--- src/rtl/delayed_message_timer_queue_assert.svh ---
// Assertion macros used by the timer queue top level.
`ifndef DELAYED_MESSAGE_TIMER_QUEUE_ASSERT_SVH
`define DELAYED_MESSAGE_TIMER_QUEUE_ASSERT_SVH
`ifndef ASSERT_OFF
`define DMTQ_ASSERT(lbl, clk, rstn, prop, msg) \
  lbl: assert property (@(posedge clk) disable iff (!rstn) (prop)) else $error(msg);
`define DMTQ_ASSERT_NEXT(lbl, clk, rstn, ante, cons, msg) \
  lbl: assert property (@(posedge clk) disable iff (!rstn) (ante) |=> (cons)) else $error(msg);
`else
`define DMTQ_ASSERT(lbl, clk, rstn, prop, msg)
`define DMTQ_ASSERT_NEXT(lbl, clk, rstn, ante, cons, msg)
`endif
`endif

--- src/rtl/dmtq_pkg.sv ---
// Shared widths, codes and controller/datapath signal groups of the timer queue.
package dmtq_pkg;

  localparam int PID_W   = 8;
  localparam int HND_W   = 32;
  localparam int DELAY_W = 24;
  localparam int DIV_W   = 11;

  localparam logic CMD_SCHEDULE = 1'b0;
  localparam logic CMD_TICK     = 1'b1;
  localparam logic KIND_ACK     = 1'b0;
  localparam logic KIND_RELEASE = 1'b1;
  localparam logic STATUS_OK    = 1'b0;
  localparam logic STATUS_FULL  = 1'b1;

  typedef struct packed {
    logic capture;
    logic div_start;
    logic ins_init;
    logic tick;
    logic rd_ins;
    logic rd_head;
    logic shift_wr;
    logic new_wr;
    logic take_pend;
    logic emit;
    logic emit_kind;
    logic emit_status;
    logic emit_last;
  } dmtq_cmd_t;

  typedef struct packed {
    logic cmd_tick;
    logic full;
    logic empty;
    logic slot_zero;
    logic rd_later;
    logic rd_due;
    logic div_done;
    logic out_free;
  } dmtq_sts_t;

endpackage

--- src/rtl/dmtq_if.sv ---
// Request and response channel interfaces of the timer queue.
interface dmtq_req_if;
  logic                        valid;
  logic                        ready;
  logic                        cmd;
  logic [dmtq_pkg::PID_W-1:0]   sender_pid;
  logic [dmtq_pkg::PID_W-1:0]   dest_pid;
  logic [dmtq_pkg::HND_W-1:0]   message_handle;
  logic [dmtq_pkg::DELAY_W-1:0] delay_ms;

  modport source (output valid, cmd, sender_pid, dest_pid, message_handle, delay_ms,
                  input ready);
  modport sink (input valid, cmd, sender_pid, dest_pid, message_handle, delay_ms,
                output ready);
endinterface

interface dmtq_rsp_if;
  logic                      valid;
  logic                      ready;
  logic                      kind;
  logic                      status;
  logic [dmtq_pkg::PID_W-1:0] out_sender_pid;
  logic [dmtq_pkg::PID_W-1:0] out_dest_pid;
  logic [dmtq_pkg::HND_W-1:0] out_handle;
  logic                      last;

  modport source (output valid, kind, status, out_sender_pid, out_dest_pid, out_handle,
                  last, input ready);
  modport sink (input valid, kind, status, out_sender_pid, out_dest_pid, out_handle,
                last, output ready);
endinterface

--- src/rtl/delayed_message_timer_queue.sv ---
// Top level of the delayed message timer queue.
// The block keeps up to QUEUE_DEPTH messages sorted by expiry, one transaction at a time.
// A schedule transaction first waits for the bit-serial divider that divides the delay by
// the configured divisor; the insertion walk then does one read and one write of the entry
// memory for every queued entry with a later expiry that it moves. A tick transaction
// releases every due entry, reading each head entry through the registered memory read.
// A result that cannot leave the output register holds the block for as long as the
// receiver stalls. No clearing pass is needed after reset, and a result waiting in the
// output register does not stop the next transaction being accepted.
`include "delayed_message_timer_queue_assert.svh"
module delayed_message_timer_queue #(
  parameter int QUEUE_DEPTH = 16,
  parameter int TIME_BITS   = 32
) (
  input  logic                       clk_i,
  input  logic                       rst_ni,
  dmtq_req_if.sink                   req_i,
  dmtq_rsp_if.source                 rsp_o,
  input  logic                       cfg_we_i,
  input  logic [dmtq_pkg::DIV_W-1:0] cfg_wdata_i
);
  import dmtq_pkg::*;

  dmtq_cmd_t cmd;
  dmtq_sts_t sts;

  dmtq_ctrl u_ctrl (
    .clk_i      (clk_i),
    .rst_ni     (rst_ni),
    .in_valid_i (req_i.valid),
    .in_ready_o (req_i.ready),
    .sts_i      (sts),
    .cmd_o      (cmd)
  );

  dmtq_datapath #(
    .QUEUE_DEPTH (QUEUE_DEPTH),
    .TIME_BITS   (TIME_BITS)
  ) u_datapath (
    .clk_i               (clk_i),
    .rst_ni              (rst_ni),
    .cmd_i               (cmd),
    .sts_o               (sts),
    .cfg_we_i            (cfg_we_i),
    .cfg_wdata_i         (cfg_wdata_i),
    .in_cmd_i            (req_i.cmd),
    .in_sender_pid_i     (req_i.sender_pid),
    .in_dest_pid_i       (req_i.dest_pid),
    .in_message_handle_i (req_i.message_handle),
    .in_delay_ms_i       (req_i.delay_ms),
    .out_ready_i         (rsp_o.ready),
    .out_valid_o         (rsp_o.valid),
    .out_kind_o          (rsp_o.kind),
    .out_status_o        (rsp_o.status),
    .out_sender_pid_o    (rsp_o.out_sender_pid),
    .out_dest_pid_o      (rsp_o.out_dest_pid),
    .out_handle_o        (rsp_o.out_handle),
    .out_last_o          (rsp_o.last)
  );

  `DMTQ_ASSERT_NEXT(a_busy_after_accept, clk_i, rst_ni, req_i.valid && req_i.ready,
                    !req_i.ready, "accepted a transaction while one is in progress")
  `DMTQ_ASSERT(a_emit_needs_room, clk_i, rst_ni, !cmd.emit || sts.out_free,
               "result loaded over an untaken result")
  `DMTQ_ASSERT(a_insert_not_full, clk_i, rst_ni, !cmd.new_wr || !sts.full,
               "entry inserted into a full queue")
  `DMTQ_ASSERT(a_pop_not_empty, clk_i, rst_ni, !cmd.take_pend || !sts.empty,
               "entry released from an empty queue")

endmodule

--- src/rtl/dmtq_divider.sv ---
// Restoring divider, one quotient bit per cycle, for the delay scaling.
module dmtq_divider (
  input  logic                          clk_i,
  input  logic                          rst_ni,
  input  logic                          start_i,
  input  logic [dmtq_pkg::DELAY_W-1:0]  dividend_i,
  input  logic [dmtq_pkg::DIV_W-1:0]    divisor_i,
  output logic                          done_o,
  output logic [dmtq_pkg::DELAY_W-1:0]  quotient_o
);
  import dmtq_pkg::*;

  localparam int CNT_W = $clog2(DELAY_W);

  logic             busy_q;
  logic             done_q;
  logic [CNT_W-1:0] cnt_q;
  logic [DELAY_W-1:0] quo_q, quo_d;
  logic [DIV_W-1:0] rem_q, rem_d;
  logic [DIV_W-1:0] div_q;
  logic [DIV_W:0]   rem_shift;

  always_comb begin
    rem_shift = {rem_q, quo_q[DELAY_W-1]};
    if (rem_shift >= {1'b0, div_q}) begin
      rem_d = DIV_W'(rem_shift - {1'b0, div_q});
      quo_d = {quo_q[DELAY_W-2:0], 1'b1};
    end else begin
      rem_d = rem_shift[DIV_W-1:0];
      quo_d = {quo_q[DELAY_W-2:0], 1'b0};
    end
  end

  always_ff @(posedge clk_i or negedge rst_ni) begin
    if (!rst_ni) begin
      busy_q <= 1'b0;
      done_q <= 1'b0;
      cnt_q  <= '0;
    end else begin
      done_q <= 1'b0;
      if (start_i) begin
        busy_q <= 1'b1;
        cnt_q  <= CNT_W'(DELAY_W - 1);
      end else if (busy_q) begin
        cnt_q <= cnt_q - 1'b1;
        if (cnt_q == '0) begin
          busy_q <= 1'b0;
          done_q <= 1'b1;
        end
      end
    end
  end

  // A zero divisor divides as one.
  always_ff @(posedge clk_i) begin
    if (start_i) begin
      quo_q <= dividend_i;
      rem_q <= '0;
      div_q <= (divisor_i == '0) ? DIV_W'(1) : divisor_i;
    end else if (busy_q) begin
      quo_q <= quo_d;
      rem_q <= rem_d;
    end
  end

  assign done_o     = done_q;
  assign quotient_o = quo_q;

endmodule

--- src/rtl/dmtq_datapath.sv ---
// Datapath of the timer queue: entry memory, time counter, divider and output register.
module dmtq_datapath #(
  parameter int QUEUE_DEPTH = 16,
  parameter int TIME_BITS   = 32
) (
  input  logic                         clk_i,
  input  logic                         rst_ni,
  input  dmtq_pkg::dmtq_cmd_t          cmd_i,
  output dmtq_pkg::dmtq_sts_t          sts_o,
  input  logic                         cfg_we_i,
  input  logic [dmtq_pkg::DIV_W-1:0]   cfg_wdata_i,
  input  logic                         in_cmd_i,
  input  logic [dmtq_pkg::PID_W-1:0]   in_sender_pid_i,
  input  logic [dmtq_pkg::PID_W-1:0]   in_dest_pid_i,
  input  logic [dmtq_pkg::HND_W-1:0]   in_message_handle_i,
  input  logic [dmtq_pkg::DELAY_W-1:0] in_delay_ms_i,
  input  logic                         out_ready_i,
  output logic                         out_valid_o,
  output logic                         out_kind_o,
  output logic                         out_status_o,
  output logic [dmtq_pkg::PID_W-1:0]   out_sender_pid_o,
  output logic [dmtq_pkg::PID_W-1:0]   out_dest_pid_o,
  output logic [dmtq_pkg::HND_W-1:0]   out_handle_o,
  output logic                         out_last_o
);
  import dmtq_pkg::*;

  localparam int IDX_W = (QUEUE_DEPTH > 1) ? $clog2(QUEUE_DEPTH) : 1;
  localparam int CNT_W = $clog2(QUEUE_DEPTH + 1);
  localparam int SUM_W = (TIME_BITS > DELAY_W) ? TIME_BITS : DELAY_W;

  typedef struct packed {
    logic [TIME_BITS-1:0] expiry;
    logic [PID_W-1:0]     snd;
    logic [PID_W-1:0]     rcv;
    logic [HND_W-1:0]     hnd;
  } entry_t;

  // Entries live in a circular buffer; slot numbers are relative to the head.
  function automatic logic [IDX_W-1:0] wrap_add(logic [IDX_W-1:0] a, logic [IDX_W-1:0] b);
    logic [IDX_W:0] s;
    s = {1'b0, a} + {1'b0, b};
    if (s >= (IDX_W+1)'(QUEUE_DEPTH)) s = s - (IDX_W+1)'(QUEUE_DEPTH);
    return s[IDX_W-1:0];
  endfunction

  entry_t mem [QUEUE_DEPTH];
  entry_t rd_q, pend_q, wr_data, new_entry;

  logic                 cmd_q;
  logic [PID_W-1:0]     snd_q, rcv_q;
  logic [HND_W-1:0]     hnd_q;
  logic [DELAY_W-1:0]   delay_q;
  logic [TIME_BITS-1:0] expiry_q, time_q;
  logic [IDX_W-1:0]     head_q, slot_q, wr_addr, rd_addr;
  logic [CNT_W-1:0]     count_q;
  logic [DIV_W-1:0]     divisor_q;
  logic                 mem_we, mem_re;
  logic                 div_done;
  logic [DELAY_W-1:0]   quotient;
  logic [SUM_W-1:0]     expiry_sum;
  logic                 out_valid_q, out_free;
  logic                 out_kind_q, out_status_q, out_last_q;
  logic [PID_W-1:0]     out_snd_q, out_rcv_q;
  logic [HND_W-1:0]     out_hnd_q;

  dmtq_divider u_divider (
    .clk_i      (clk_i),
    .rst_ni     (rst_ni),
    .start_i    (cmd_i.div_start),
    .dividend_i (delay_q),
    .divisor_i  (divisor_q),
    .done_o     (div_done),
    .quotient_o (quotient)
  );

  assign expiry_sum = SUM_W'(time_q) + SUM_W'(quotient);
  assign new_entry  = '{expiry: expiry_sum[TIME_BITS-1:0], snd: snd_q, rcv: rcv_q, hnd: hnd_q};

  always_comb begin
    mem_we  = cmd_i.shift_wr | cmd_i.new_wr;
    mem_re  = cmd_i.rd_ins | cmd_i.rd_head;
    wr_addr = wrap_add(head_q, slot_q);
    rd_addr = wrap_add(head_q, cmd_i.rd_head ? '0 : IDX_W'(slot_q - 1'b1));
    if (cmd_i.shift_wr) begin
      wr_data = rd_q;
    end else begin
      wr_data        = new_entry;
      wr_data.expiry = expiry_q;
    end
  end

  always_ff @(posedge clk_i) begin
    if (mem_we) mem[wr_addr] <= wr_data;
    if (mem_re) rd_q <= mem[rd_addr];
  end

  always_ff @(posedge clk_i) begin
    if (cmd_i.capture) begin
      cmd_q   <= in_cmd_i;
      snd_q   <= in_sender_pid_i;
      rcv_q   <= in_dest_pid_i;
      hnd_q   <= in_message_handle_i;
      delay_q <= in_delay_ms_i;
    end
    if (div_done) expiry_q <= expiry_sum[TIME_BITS-1:0];
    if (cmd_i.take_pend) pend_q <= rd_q;
    if (cmd_i.ins_init) begin
      slot_q <= count_q[IDX_W-1:0];
    end else if (cmd_i.shift_wr) begin
      slot_q <= slot_q - 1'b1;
    end
  end

  always_ff @(posedge clk_i or negedge rst_ni) begin
    if (!rst_ni) begin
      time_q    <= '0;
      head_q    <= '0;
      count_q   <= '0;
      divisor_q <= DIV_W'(1);
    end else begin
      if (cfg_we_i) divisor_q <= cfg_wdata_i;
      if (cmd_i.tick) time_q <= time_q + 1'b1;
      if (cmd_i.new_wr) begin
        count_q <= count_q + 1'b1;
      end else if (cmd_i.take_pend) begin
        count_q <= count_q - 1'b1;
        head_q  <= wrap_add(head_q, IDX_W'(1));
      end
    end
  end

  // Output register: a result may wait here while the next transaction is accepted.
  assign out_free = !out_valid_q || out_ready_i;

  always_ff @(posedge clk_i or negedge rst_ni) begin
    if (!rst_ni) begin
      out_valid_q <= 1'b0;
    end else if (cmd_i.emit) begin
      out_valid_q <= 1'b1;
    end else if (out_ready_i) begin
      out_valid_q <= 1'b0;
    end
  end

  always_ff @(posedge clk_i) begin
    if (cmd_i.emit) begin
      out_kind_q   <= cmd_i.emit_kind;
      out_status_q <= cmd_i.emit_status;
      out_last_q   <= cmd_i.emit_last;
      if (cmd_i.emit_kind == KIND_RELEASE) begin
        out_snd_q <= pend_q.snd;
        out_rcv_q <= pend_q.rcv;
        out_hnd_q <= pend_q.hnd;
      end else begin
        out_snd_q <= '0;
        out_rcv_q <= '0;
        out_hnd_q <= '0;
      end
    end
  end

  always_comb begin
    sts_o.cmd_tick  = (cmd_q == CMD_TICK);
    sts_o.full      = (count_q == CNT_W'(QUEUE_DEPTH));
    sts_o.empty     = (count_q == '0);
    sts_o.slot_zero = (slot_q == '0);
    sts_o.rd_later  = (rd_q.expiry > expiry_q);
    sts_o.rd_due    = (rd_q.expiry <= time_q);
    sts_o.div_done  = div_done;
    sts_o.out_free  = out_free;
  end

  assign out_valid_o      = out_valid_q;
  assign out_kind_o       = out_kind_q;
  assign out_status_o     = out_status_q;
  assign out_sender_pid_o = out_snd_q;
  assign out_dest_pid_o   = out_rcv_q;
  assign out_handle_o     = out_hnd_q;
  assign out_last_o       = out_last_q;

endmodule

--- src/rtl/dmtq_ctrl.sv ---
// Controller state machine of the timer queue.
module dmtq_ctrl (
  input  logic                clk_i,
  input  logic                rst_ni,
  input  logic                in_valid_i,
  output logic                in_ready_o,
  input  dmtq_pkg::dmtq_sts_t sts_i,
  output dmtq_pkg::dmtq_cmd_t cmd_o
);
  import dmtq_pkg::*;

  typedef enum logic [3:0] {
    ST_IDLE,
    ST_DECODE,
    ST_ACK_FULL,
    ST_DIV,
    ST_INS_RD,
    ST_INS_CMP,
    ST_ACK,
    ST_REL_NEXT,
    ST_REL_CHK
  } state_e;

  state_e state_q, state_d;
  logic   have_pend_q, have_pend_d;

  always_comb begin
    state_d     = state_q;
    have_pend_d = have_pend_q;
    cmd_o       = '0;
    case (state_q)
      ST_IDLE: begin
        if (in_valid_i) begin
          cmd_o.capture = 1'b1;
          state_d       = ST_DECODE;
        end
      end
      ST_DECODE: begin
        if (sts_i.cmd_tick) begin
          cmd_o.tick  = 1'b1;
          have_pend_d = 1'b0;
          state_d     = ST_REL_NEXT;
        end else if (sts_i.full) begin
          state_d = ST_ACK_FULL;
        end else begin
          cmd_o.div_start = 1'b1;
          cmd_o.ins_init  = 1'b1;
          state_d         = ST_DIV;
        end
      end
      ST_ACK_FULL: begin
        if (sts_i.out_free) begin
          cmd_o.emit        = 1'b1;
          cmd_o.emit_kind   = KIND_ACK;
          cmd_o.emit_status = STATUS_FULL;
          cmd_o.emit_last   = 1'b1;
          state_d           = ST_IDLE;
        end
      end
      ST_DIV: begin
        if (sts_i.div_done) state_d = ST_INS_RD;
      end
      // Walk down from the tail, moving later entries up one slot.
      ST_INS_RD: begin
        if (sts_i.slot_zero) begin
          cmd_o.new_wr = 1'b1;
          state_d      = ST_ACK;
        end else begin
          cmd_o.rd_ins = 1'b1;
          state_d      = ST_INS_CMP;
        end
      end
      ST_INS_CMP: begin
        if (sts_i.rd_later) begin
          cmd_o.shift_wr = 1'b1;
          state_d        = ST_INS_RD;
        end else begin
          cmd_o.new_wr = 1'b1;
          state_d      = ST_ACK;
        end
      end
      ST_ACK: begin
        if (sts_i.out_free) begin
          cmd_o.emit        = 1'b1;
          cmd_o.emit_kind   = KIND_ACK;
          cmd_o.emit_status = STATUS_OK;
          cmd_o.emit_last   = 1'b1;
          state_d           = ST_IDLE;
        end
      end
      // A popped entry is held back until the next head shows whether it is the last.
      ST_REL_NEXT: begin
        if (sts_i.empty) begin
          if (!have_pend_q) begin
            state_d = ST_IDLE;
          end else if (sts_i.out_free) begin
            cmd_o.emit        = 1'b1;
            cmd_o.emit_kind   = KIND_RELEASE;
            cmd_o.emit_status = STATUS_OK;
            cmd_o.emit_last   = 1'b1;
            have_pend_d       = 1'b0;
            state_d           = ST_IDLE;
          end
        end else begin
          cmd_o.rd_head = 1'b1;
          state_d       = ST_REL_CHK;
        end
      end
      ST_REL_CHK: begin
        if (!have_pend_q || sts_i.out_free) begin
          if (have_pend_q) begin
            cmd_o.emit        = 1'b1;
            cmd_o.emit_kind   = KIND_RELEASE;
            cmd_o.emit_status = STATUS_OK;
            cmd_o.emit_last   = !sts_i.rd_due;
          end
          if (sts_i.rd_due) begin
            cmd_o.take_pend = 1'b1;
            have_pend_d     = 1'b1;
            state_d         = ST_REL_NEXT;
          end else begin
            have_pend_d = 1'b0;
            state_d     = ST_IDLE;
          end
        end
      end
      default: state_d = ST_IDLE;
    endcase
  end

  always_ff @(posedge clk_i or negedge rst_ni) begin
    if (!rst_ni) begin
      state_q     <= ST_IDLE;
      have_pend_q <= 1'b0;
    end else begin
      state_q     <= state_d;
      have_pend_q <= have_pend_d;
    end
  end

  assign in_ready_o = (state_q == ST_IDLE);

endmodule

--- src/flat_wrapper.sv ---
// flat-port wrapper written by rule: the top's interface ports become plain ports
module delayed_message_timer_queue_flat import dmtq_pkg::*;
#(
  parameter int QUEUE_DEPTH = 16,
  parameter int TIME_BITS   = 32
)
  (clk_i, rst_ni, cfg_we_i, cfg_wdata_i, req_i_valid, req_i_cmd, req_i_sender_pid, req_i_dest_pid, req_i_message_handle, req_i_delay_ms, req_i_ready, rsp_o_valid, rsp_o_kind, rsp_o_status, rsp_o_out_sender_pid, rsp_o_out_dest_pid, rsp_o_out_handle, rsp_o_last, rsp_o_ready);
  dmtq_req_if req_i_i ();
  dmtq_rsp_if rsp_o_i ();
  input  logic clk_i;
  input  logic rst_ni;
  input  logic cfg_we_i;
  input  logic [dmtq_pkg::DIV_W-1:0] cfg_wdata_i;
  input wire logic [$bits(req_i_i.valid)-1:0] req_i_valid;
  input wire logic [$bits(req_i_i.cmd)-1:0] req_i_cmd;
  input wire logic [$bits(req_i_i.sender_pid)-1:0] req_i_sender_pid;
  input wire logic [$bits(req_i_i.dest_pid)-1:0] req_i_dest_pid;
  input wire logic [$bits(req_i_i.message_handle)-1:0] req_i_message_handle;
  input wire logic [$bits(req_i_i.delay_ms)-1:0] req_i_delay_ms;
  output wire logic [$bits(req_i_i.ready)-1:0] req_i_ready;
  output wire logic [$bits(rsp_o_i.valid)-1:0] rsp_o_valid;
  output wire logic [$bits(rsp_o_i.kind)-1:0] rsp_o_kind;
  output wire logic [$bits(rsp_o_i.status)-1:0] rsp_o_status;
  output wire logic [$bits(rsp_o_i.out_sender_pid)-1:0] rsp_o_out_sender_pid;
  output wire logic [$bits(rsp_o_i.out_dest_pid)-1:0] rsp_o_out_dest_pid;
  output wire logic [$bits(rsp_o_i.out_handle)-1:0] rsp_o_out_handle;
  output wire logic [$bits(rsp_o_i.last)-1:0] rsp_o_last;
  input wire logic [$bits(rsp_o_i.ready)-1:0] rsp_o_ready;
  assign req_i_i.valid = req_i_valid;
  assign req_i_i.cmd = req_i_cmd;
  assign req_i_i.sender_pid = req_i_sender_pid;
  assign req_i_i.dest_pid = req_i_dest_pid;
  assign req_i_i.message_handle = req_i_message_handle;
  assign req_i_i.delay_ms = req_i_delay_ms;
  assign req_i_ready = req_i_i.ready;
  assign rsp_o_valid = rsp_o_i.valid;
  assign rsp_o_kind = rsp_o_i.kind;
  assign rsp_o_status = rsp_o_i.status;
  assign rsp_o_out_sender_pid = rsp_o_i.out_sender_pid;
  assign rsp_o_out_dest_pid = rsp_o_i.out_dest_pid;
  assign rsp_o_out_handle = rsp_o_i.out_handle;
  assign rsp_o_last = rsp_o_i.last;
  assign rsp_o_i.ready = rsp_o_ready;
  delayed_message_timer_queue #(.QUEUE_DEPTH(QUEUE_DEPTH), .TIME_BITS(TIME_BITS)) u_core (.clk_i(clk_i), .rst_ni(rst_ni), .req_i(req_i_i), .rsp_o(rsp_o_i), .cfg_we_i(cfg_we_i), .cfg_wdata_i(cfg_wdata_i));
endmodule
--- config.mk ---
export PLATFORM = sky130hd
export DESIGN_NAME = delayed_message_timer_queue_flat
export DESIGN_NICKNAME = d
export VERILOG_FILES = /design/src/rtl/dmtq_pkg.sv /design/src/rtl/dmtq_if.sv /design/src/rtl/delayed_message_timer_queue.sv /design/src/rtl/dmtq_divider.sv /design/src/rtl/dmtq_datapath.sv /design/src/rtl/dmtq_ctrl.sv /design/src/flat_wrapper.sv
export VERILOG_INCLUDE_DIRS = /design/src /design/src/rtl
export SDC_FILE = /design/constraint.sdc
export NUM_CORES = 2
export LEC_CHECK = 0
export ABC_AREA = 1
export BUFFER_PORTS_ARGS = -buffer_cell sky130_fd_sc_hd__buf_2
export CORE_UTILIZATION = 63
export DETAILED_ROUTE_END_ITERATION = 6
export PLACE_DENSITY = 0.8
export SYNTH_ARGS = -nofsm -noshare
export SYNTH_HDL_FRONTEND = slang
export SYNTH_SLANG_ARGS = --single-unit
--- constraint.sdc ---
create_clock -name clk_i -period 6.67 [get_ports clk_i]
set_input_delay 0.3335 -clock clk_i [delete_from_list [all_inputs] [get_ports clk_i]]
set_output_delay 0.3335 -clock clk_i [all_outputs]
set_load 0.02 [all_outputs]
==> After elaboration in Yosys (flattened, before gate mapping) <==
Memories as Yosys holds them, arrays and structs flattened. A register that Yosys moved wholly into a read port is not among the register bits.
Cells that the tools add are included.
{ "classes": {"add_sub_neg": 13, "mul": 0, "div_mod_pow": 0, "order_cmp": 6, "n_eq_ne": 14, "shifts": 0, "muxes": 68, "bitwise": 3, "n_reduce_logical": 19} }
{ "op_table": {"columns": ["op", "count"], "rows": [
  ["two-way mux 80 bit", 1],
  ["two-way mux 4 bit", 19],
  ["two-way mux 24 bit", 2],
  ["adder 32 x 1 -> 32 bit, second input constant", 1],
  ["adder 32 x 24 -> 32 bit", 1],
  ["> comparator 32 bit", 1],
  ["<= comparator 32 bit", 1],
  ["one-hot mux 4 bit (8 select lines)", 1],
  ["two-way mux 1 bit", 30],
  ["two-way mux 5 bit", 5],
  ["equality test 4 x 3 -> 1 bit, second input constant", 4],
  ["one-hot mux 4 bit (4 select lines)", 1],
  ["subtractor 4 x 1 -> 4 bit, second input constant", 4],
  ["greater-or-equal comparator 5 bit, second input constant", 3],
  ["greater-or-equal comparator 12 x 11 -> 1 bit", 1],
  ["zero test 11 bit", 1],
  ["two-way mux 11 bit", 1],
  ["subtractor 11 bit", 1],
  ["adder 4 x 4 -> 5 bit", 2],
  ["zero test 5 bit", 2],
  ["subtractor 5 x 1 -> 5 bit, second input constant", 2],
  ["equality test 4 x 2 -> 1 bit, second input constant", 2],
  ["zero test 4 bit", 2],
  ["two-way mux 2 bit", 4],
  ["other kinds (20)", 31]
]} }
{ "totals": {"register_bits": 319, "latch_bits": 0, "mem_bits_rw": 1280, "rom_bits": 0, "inputBits": 89, "output_inout_bits": 53, "elab_cells": 153, "mem_count": 1} }
{ "mem_list": {"columns": ["memory", "words", "width", "rd", "rd_ports_with_merged_regs", "write_ports", "line", "text"], "rows": [
  ["u_core.u_datapath.mem", 16, 80, 1, 1, 1, "dmtq_datapath.sv:47", "entry_t mem [QUEUE_DEPTH];"]
]} }

==> Depth between registers and ports, before layout <==
{ "logic_depth": {"depth_word": 7, "mapped_depth": 22, "mapped_depth_nobuf": 22} }

==> Hierarchy <==
A second synthesis with hierarchy kept.
{ "hier_totals": {"hier_cells": 6050, "hier_area_um2": 70814.2} }
{ "modules_own_cells": {"columns": ["module", "instances", "cells_each", "area_each_um2", "seq_area_each_um2"], "rows": [
  ["dmtq_datapath", 1, 5572, 67166.9, 48412.7],
  ["dmtq_divider", 1, 381, 3083.0, 1446.4],
  ["dmtq_ctrl", 1, 97, 564.3, 125.1]
]} }

==> Least setup slack after synthesis <==
No wires, ideal clock.
{ "synth_path": {"path_type": "reg-to-reg", "from": "register u_core.u_datapath.head_q[0]", "to": "memory u_core.u_datapath.mem[1][0] (netlist bit) (enable)", "setup_ns": 0.519, "t_arrival_ns": 4.812, "required_ns": 6.151, "slack_ns": 1.339, "stages_incl_launch_ff": 6, "n_path_buf": 0, "synth_period_minus_slack_ns": 5.331, "cell_sequence": "dfrtp_1 -> ha_1 -> fa_1 -> xnor2_1 -> nand2_1 -> nor2_1"} }
{ "synth_via": {"elab_chain_len": 3, "word_cells_on_any_way": 4, "classes_between": "2 x add/sub; 1 x order compare; 1 x mux"} }
{ "synth_lines": {"columns": ["item", "line", "text"], "rows": [
  ["start, declared", "dmtq_datapath.sv:55", "logic [IDX_W-1:0] head_q, slot_q, wr_addr, rd_addr;"],
  ["start signal, assigned", "dmtq_datapath.sv:128", "head_q <= wrap_add(head_q, IDX_W'(1));"],
  ["adder 4 x 4 -> 5 bit (*)", "dmtq_datapath.sv:42", "s = {1'b0, a} + {1'b0, b};"],
  ["subtractor 4 x 1 -> 4 bit or greater-or-equal comparator 5 bit (tied branches)", "dmtq_datapath.sv:43", "if (s >= (IDX_W+1)'(QUEUE_DEPTH)) s = s - (IDX_W+1)'(QUEUE_DEPTH);"],
  ["two-way mux 4 bit (*)", "dmtq_datapath.sv:43", null],
  ["end, declared", "dmtq_datapath.sv:47", null]
]} }
Every way passes the cells marked *; elsewhere a longest branch is shown, timed or not.

==> Worst setup path after layout <==
{ "layout_path": {"from": "register u_core.u_datapath.count_q[0]", "to": "register u_core.u_datapath.rd_q[45] (netlist name)"} }
{ "layout_via": {"elab_chain_len": 7, "word_cells_on_any_way": 9, "classes_between": "2 x add/sub; 1 x order compare; 4 x mux; 1 x bitwise; 1 x reduce/logical"} }
{ "layout_lines": {"columns": ["item", "line", "text"], "rows": [
  ["start, declared", "dmtq_datapath.sv:56", "logic [CNT_W-1:0] count_q;"],
  ["start signal, assigned", "dmtq_datapath.sv:125", "count_q <= count_q + 1'b1;"],
  ["start signal, assigned", "dmtq_datapath.sv:127", "count_q <= count_q - 1'b1;"],
  ["zero test 5 bit (*)", "dmtq_datapath.sv:166", "sts_o.empty = (count_q == '0);"],
  ["two-way mux 1 bit (*)", "dmtq_ctrl.sv:93", "if (sts_i.empty) begin"],
  ["two-way mux 1 bit (*)", "dmtq_ctrl.sv:31", "case (state_q)"],
  ["two-way mux 4 bit", "dmtq_datapath.sv:84", "rd_addr = wrap_add(head_q, cmd_i.rd_head ? '0 : IDX_W'(slot_q - 1'b1));"],
  ["adder 4 x 4 -> 5 bit", "dmtq_datapath.sv:42", null],
  ["subtractor 4 x 1 -> 4 bit or greater-or-equal comparator 5 bit (tied branches)", "dmtq_datapath.sv:43", null],
  ["two-way mux 4 bit", "dmtq_datapath.sv:43", null]
]} }
Marks and branches as above.
A chain may end at the register's enable or synchronous reset.

==> qor.log <==
qor: timing.finalSetupViolations 0
qor: grt.grt_overflow 0
qor: timing.timing_hold_violations_final 0
qor: logic_synthesis.synth-seq-cells 1,679
qor: setup_path.worst_endpoint_data_arrival_time 5.52 ns
qor: power.power.leakage 29.1 nW
qor: grt.pin_count_of_the_biggest_net_entering_global_routing 168
qor: clock_tree.cts_buffers 164
qor: routing.routed_via_density 6.15
qor: timing.max_slew_margin 0.152
qor: clock_tree.clkLatencyLatePin 0.79 ns
qor: routing.antenna_violating_nets_post_route 0
qor: clock_tree.clkSinkCount 1,679
qor: timing.fmaxAchievable 203 MHz
qor: floorplan.ios 142
qor: routing.detailroute.via_count 43,972
qor: floorplan.design.die.area 0.112 mm2
qor: power.totalPowerFinal 39.0 mW
qor: floorplan.core_region_area 0.109 mm2
qor: logic_synthesis.syn_area_per_cell 13.2 um2
qor: logic_synthesis.synth_seq_area_share 0.714
qor: grt.globalRouteTotalUtil 0.299
qor: logic_synthesis.yosys.area_share.adder 0.0216
qor: floorplan.dieHeight 335 um
qor: logic_synthesis.synth_simple_gate_area_share 0.0559
qor: logic_synthesis.syn_inst 5,313
qor: layout.final_net_count 5,743
qor: clock_tree.tritoncts_clock_tree built
qor: place.pre_cts_ws 1.88 ns
qor: grt.first_global_vias 43,235
qor: logic_synthesis.synth.yosys.warnings 0
qor: clock_tree.post_cts_buffers 0
qor: place.gp_congestion 0.872
qor: clock_tree.maximum_level_of_the_cts_h_tree 4
qor: routing.drcViolationCount 0
qor: clock_tree.clock-root-buffer clkbuf_16
qor: logic_synthesis.synth_nets 5,520
qor: routing.routed_wl 169,000 um
qor: place.hpwlAfterDp 85,800 um
qor: grt.grt_antenna_before_repair 0
qor: routing.drt_iter0_drc 5,741
qor: timing.slew_viol_final 0
qor: timing.setup_tns 0 ns
qor: setup_path.maximum_fanout_along_the_worst_path 133
qor: timing.tightest_slew 1.26 ns
qor: clock_tree.cts-root-to-sink-buffers 3
qor: layout.post_route_cells_drive_above_1_share 0.0919
qor: setup_path.timing.critical_path.from_type flip-flop
qor: clock_tree.clk_transition_reported_paths 0.06 ns
qor: logic_synthesis.synth_cell_types 55
qor: job.timing.max_cap.violations 0
qor: setup_path.regToRegSetupSlack 1.74 ns
qor: logic_synthesis.synth_xor_xnor_area_share 0.0107
qor: floorplan.die_width 335 um
qor: setup_path.timing.critical_path.required 7.26 ns
qor: timing.clock_skew 0.0510 ns
qor: timing.whs 0.0232 ns
qor: layout.diodes_inserted 0
qor: timing.fin_crit_sh 0.739
qor: power.largest_voltage_drop_on_the_vdd_net 1.01 mV
qor: routing.route.detailed.wl_per_inst 23.6 um
qor: logic_synthesis.netlist_area 0.0700 mm2
qor: timing.rsz0062_at_grt false
qor: setup_path.crit_type flip-flop to flip-flop
qor: layout.sequential_cell_area 0.0500 mm2
qor: floorplan.row_count 121
qor: timing.period_needed 4.93 ns
qor: logic_synthesis.area_fraction_in_compound_gates_after_synthesis 0.104
qor: layout.areaGrowthSynthToFinish 12.4%
qor: floorplan.floorplan.initialDensity 0.639
qor: routing.detail_route.first_pass.iterations 7
qor: timing.timing.final.ws_setup 1.74 ns
qor: layout.fillerInstances 6,710
qor: outcome.status finished clean
qor: layout.area_of_combinational_cells_with_multiple_inputs 0.0168 mm2
qor: place.port_buffers 141
qor: logic_synthesis.synth_top_family_by_area compound AO/OA/AOI/OAI gates
qor: setup_path.crit_path_end_kind flip-flop
qor: layout.finish.utilization 0.718
qor: hold_path.timing.hold.worst.class input port to flip-flop
qor: grt.grt_first_pass_wirelength 253,000 um
qor: power.power.density 496 mW/mm2
qor: logic_synthesis.synthMuxAreaShare 0.0459
==> final timing paths <==
path,startpoint,endpoint,cells after the start
worst max-delay path,u_core.u_datapath.count_q[0],u_core.u_datapath.rd_q[45],13
worst min-delay path,cfg_we_i,u_core.u_datapath.divisor_q[6],2
worst max register to register,u_core.u_datapath.count_q[0],u_core.u_datapath.rd_q[45],13
worst min register to register,u_core.u_datapath.divisor_q[7],u_core.u_datapath.u_divider.div_q[7],0
max in group asynchronous,rst_ni,u_core.u_datapath.time_q[2],3
min in group asynchronous,rst_ni,u_core.u_datapath.time_q[6],3
==> synth_stat cells, drive strengths merged <==
master	number	area share
clkinv	2	0.00011
clkbuf	163	0.0087
ha	113	0.020
dfstp	1	0.00038
inv	553	0.030
fa	5	0.0014
o221ai	1	0.00013
buf	112	0.0093
nand2	678	0.036
dfxtp	11	0.0031
nand3b	5	0.00054
nor2	160	0.0093
xnor2	15	0.0021
and2	1	0.000089
o41ai	2	0.00025
a21oi	477	0.034
or2	1	0.000089
o21a	8	0.00086
o21ai	579	0.041
mux2i	320	0.046
a22oi	1	0.00011
edfxtp	1603	0.69
o21bai	3	0.00032
a21boi	3	0.00032
a31oi	82	0.0073
xor2	68	0.0085
nor3	24	0.0020
a21o	5	0.00054
o211ai	168	0.018
dfrtp	64	0.023
mux2	1	0.00016
and3	1	0.000089
nand4	19	0.0021
nor4	9	0.00098
nand3	54	0.0043
a31o	1	0.00013
==> worst max-delay path: stages, from the launching register on <==
cell and delay, ns:
dfrtp_1 0.45, nor4_2 0.34, nand2_1 0.14, nand2_2 0.15, inv_1 0.09, nor2_1 0.16, ha_4 0.15, inv_1 0.05
fa_4 1.49, inv_8 0.54, buf_12 0.44, o211ai_1 0.27, a21oi_1 0.12, a31oi_1 0.21
==> sequential cells by signal, indices dropped and copies added, names as in the netlist, 4 cells and up <==
signal / cells
u_core.u_ctrl.state_q: 4
u_core.u_datapath.rcv_q: 8
u_core.u_datapath.u_divider.quotient_o: 24
u_core.u_datapath.mem: 1280
u_core.u_datapath.out_dest_pid_o: 8
u_core.u_datapath.pend_q: 48
u_core.u_datapath.u_divider.rem_q: 11
u_core.u_datapath.out_sender_pid_o: 8
u_core.u_datapath.count_q: 5
u_core.u_datapath.slot_q: 4
u_core.u_datapath.time_q: 32
u_core.u_datapath.head_q: 4
u_core.u_datapath.u_divider.div_q: 11
u_core.u_datapath.out_handle_o: 32
u_core.u_datapath.hnd_q: 32
u_core.u_datapath.u_divider.cnt_q: 5
u_core.u_datapath.snd_q: 8
u_core.u_datapath.rd_q: 80
u_core.u_datapath.divisor_q: 11
u_core.u_datapath.delay_q: 24
u_core.u_datapath.expiry_q: 32
==> stage by stage <==
stage	area, um2	std cells
2_1_floorplan	70000	5313
3_3_place_gp	72400	6746
3_5_place_dp	72400	6746
4_1_cts	78600	7147
5_1_grt	78600	7147
6_report	78600	7147
==> where the power goes <==
| part | total [mW] | internal, mW | switching (mW) |
|---|---|---|---|
| clock network | 9.01 | 5.04 | 3.97 |
| registers | 14.6 | 14.0 | 0.636 |
| logic | 15.4 | 4.72 | 10.7 |
| total | 39.0 | 23.7 | 15.3 |
==> kinds of logic (layout without fill, tap and decap cells) <==
| family | Yosys count | after routing |
|---|---|---|
| xor+xnor | 83 | 83 |
| compound gates | 1330 | 1330 |
| simple gates | 952 | 952 |
| buf+inv | 830 | 1188 |
| fa+ha+maj | 118 | 118 |
| mux | 321 | 321 |
| flops | 1679 | 1679 |
==> timing repair <==
item                                    CTS  global route
resized for setup                         0             0
hold buffers                            100             0
hold endpoints to repair                147             0
endpoints found under the setup margin    0             0
==> layout make-up <==
type	count	area share
sequential	1679	0.636
multi-input combinational	2804	0.214
clock buffer	206	0.0558
timing repair buffer	332	0.0338
inverter	555	0.0267
tap	1476	0.0235
clock inverter	95	0.0106
==> cell usage in the layout, fill, tap and decap left out, drive strengths merged, types with 2 or more instances in the layout <==
master,n
bufinv,9
ha,113
buf,232
clkinv,79
nor2,160
fa,5
xor2,68
nor4,9
nand2,678
a21oi,477
inv,559
nand3,54
a31oi,82
nand3b,5
o41ai,2
o21bai,3
o211ai,168
dfxtp,11
mux2i,320
clkbuf,206
clkinvlp,3
o21a,8
edfxtp,1603
a21boi,3
xnor2,15
a21o,5
nand4,19
dfrtp,64
dlygate4sd3,100
o21ai,579
nor3,24
==> metal layers <==
metal / global-route usage / up-vias / share of wire
met5: 0 / - / 0
li1: - / 19598 / -
met2: 0.491 / 2503 / 0.49
met3: 0.0388 / 429 / 0.095
met1: 0.408 / 21442 / 0.38
met4: 0.124 / 0 / 0.037
Power figures use the tool's default switching activity.
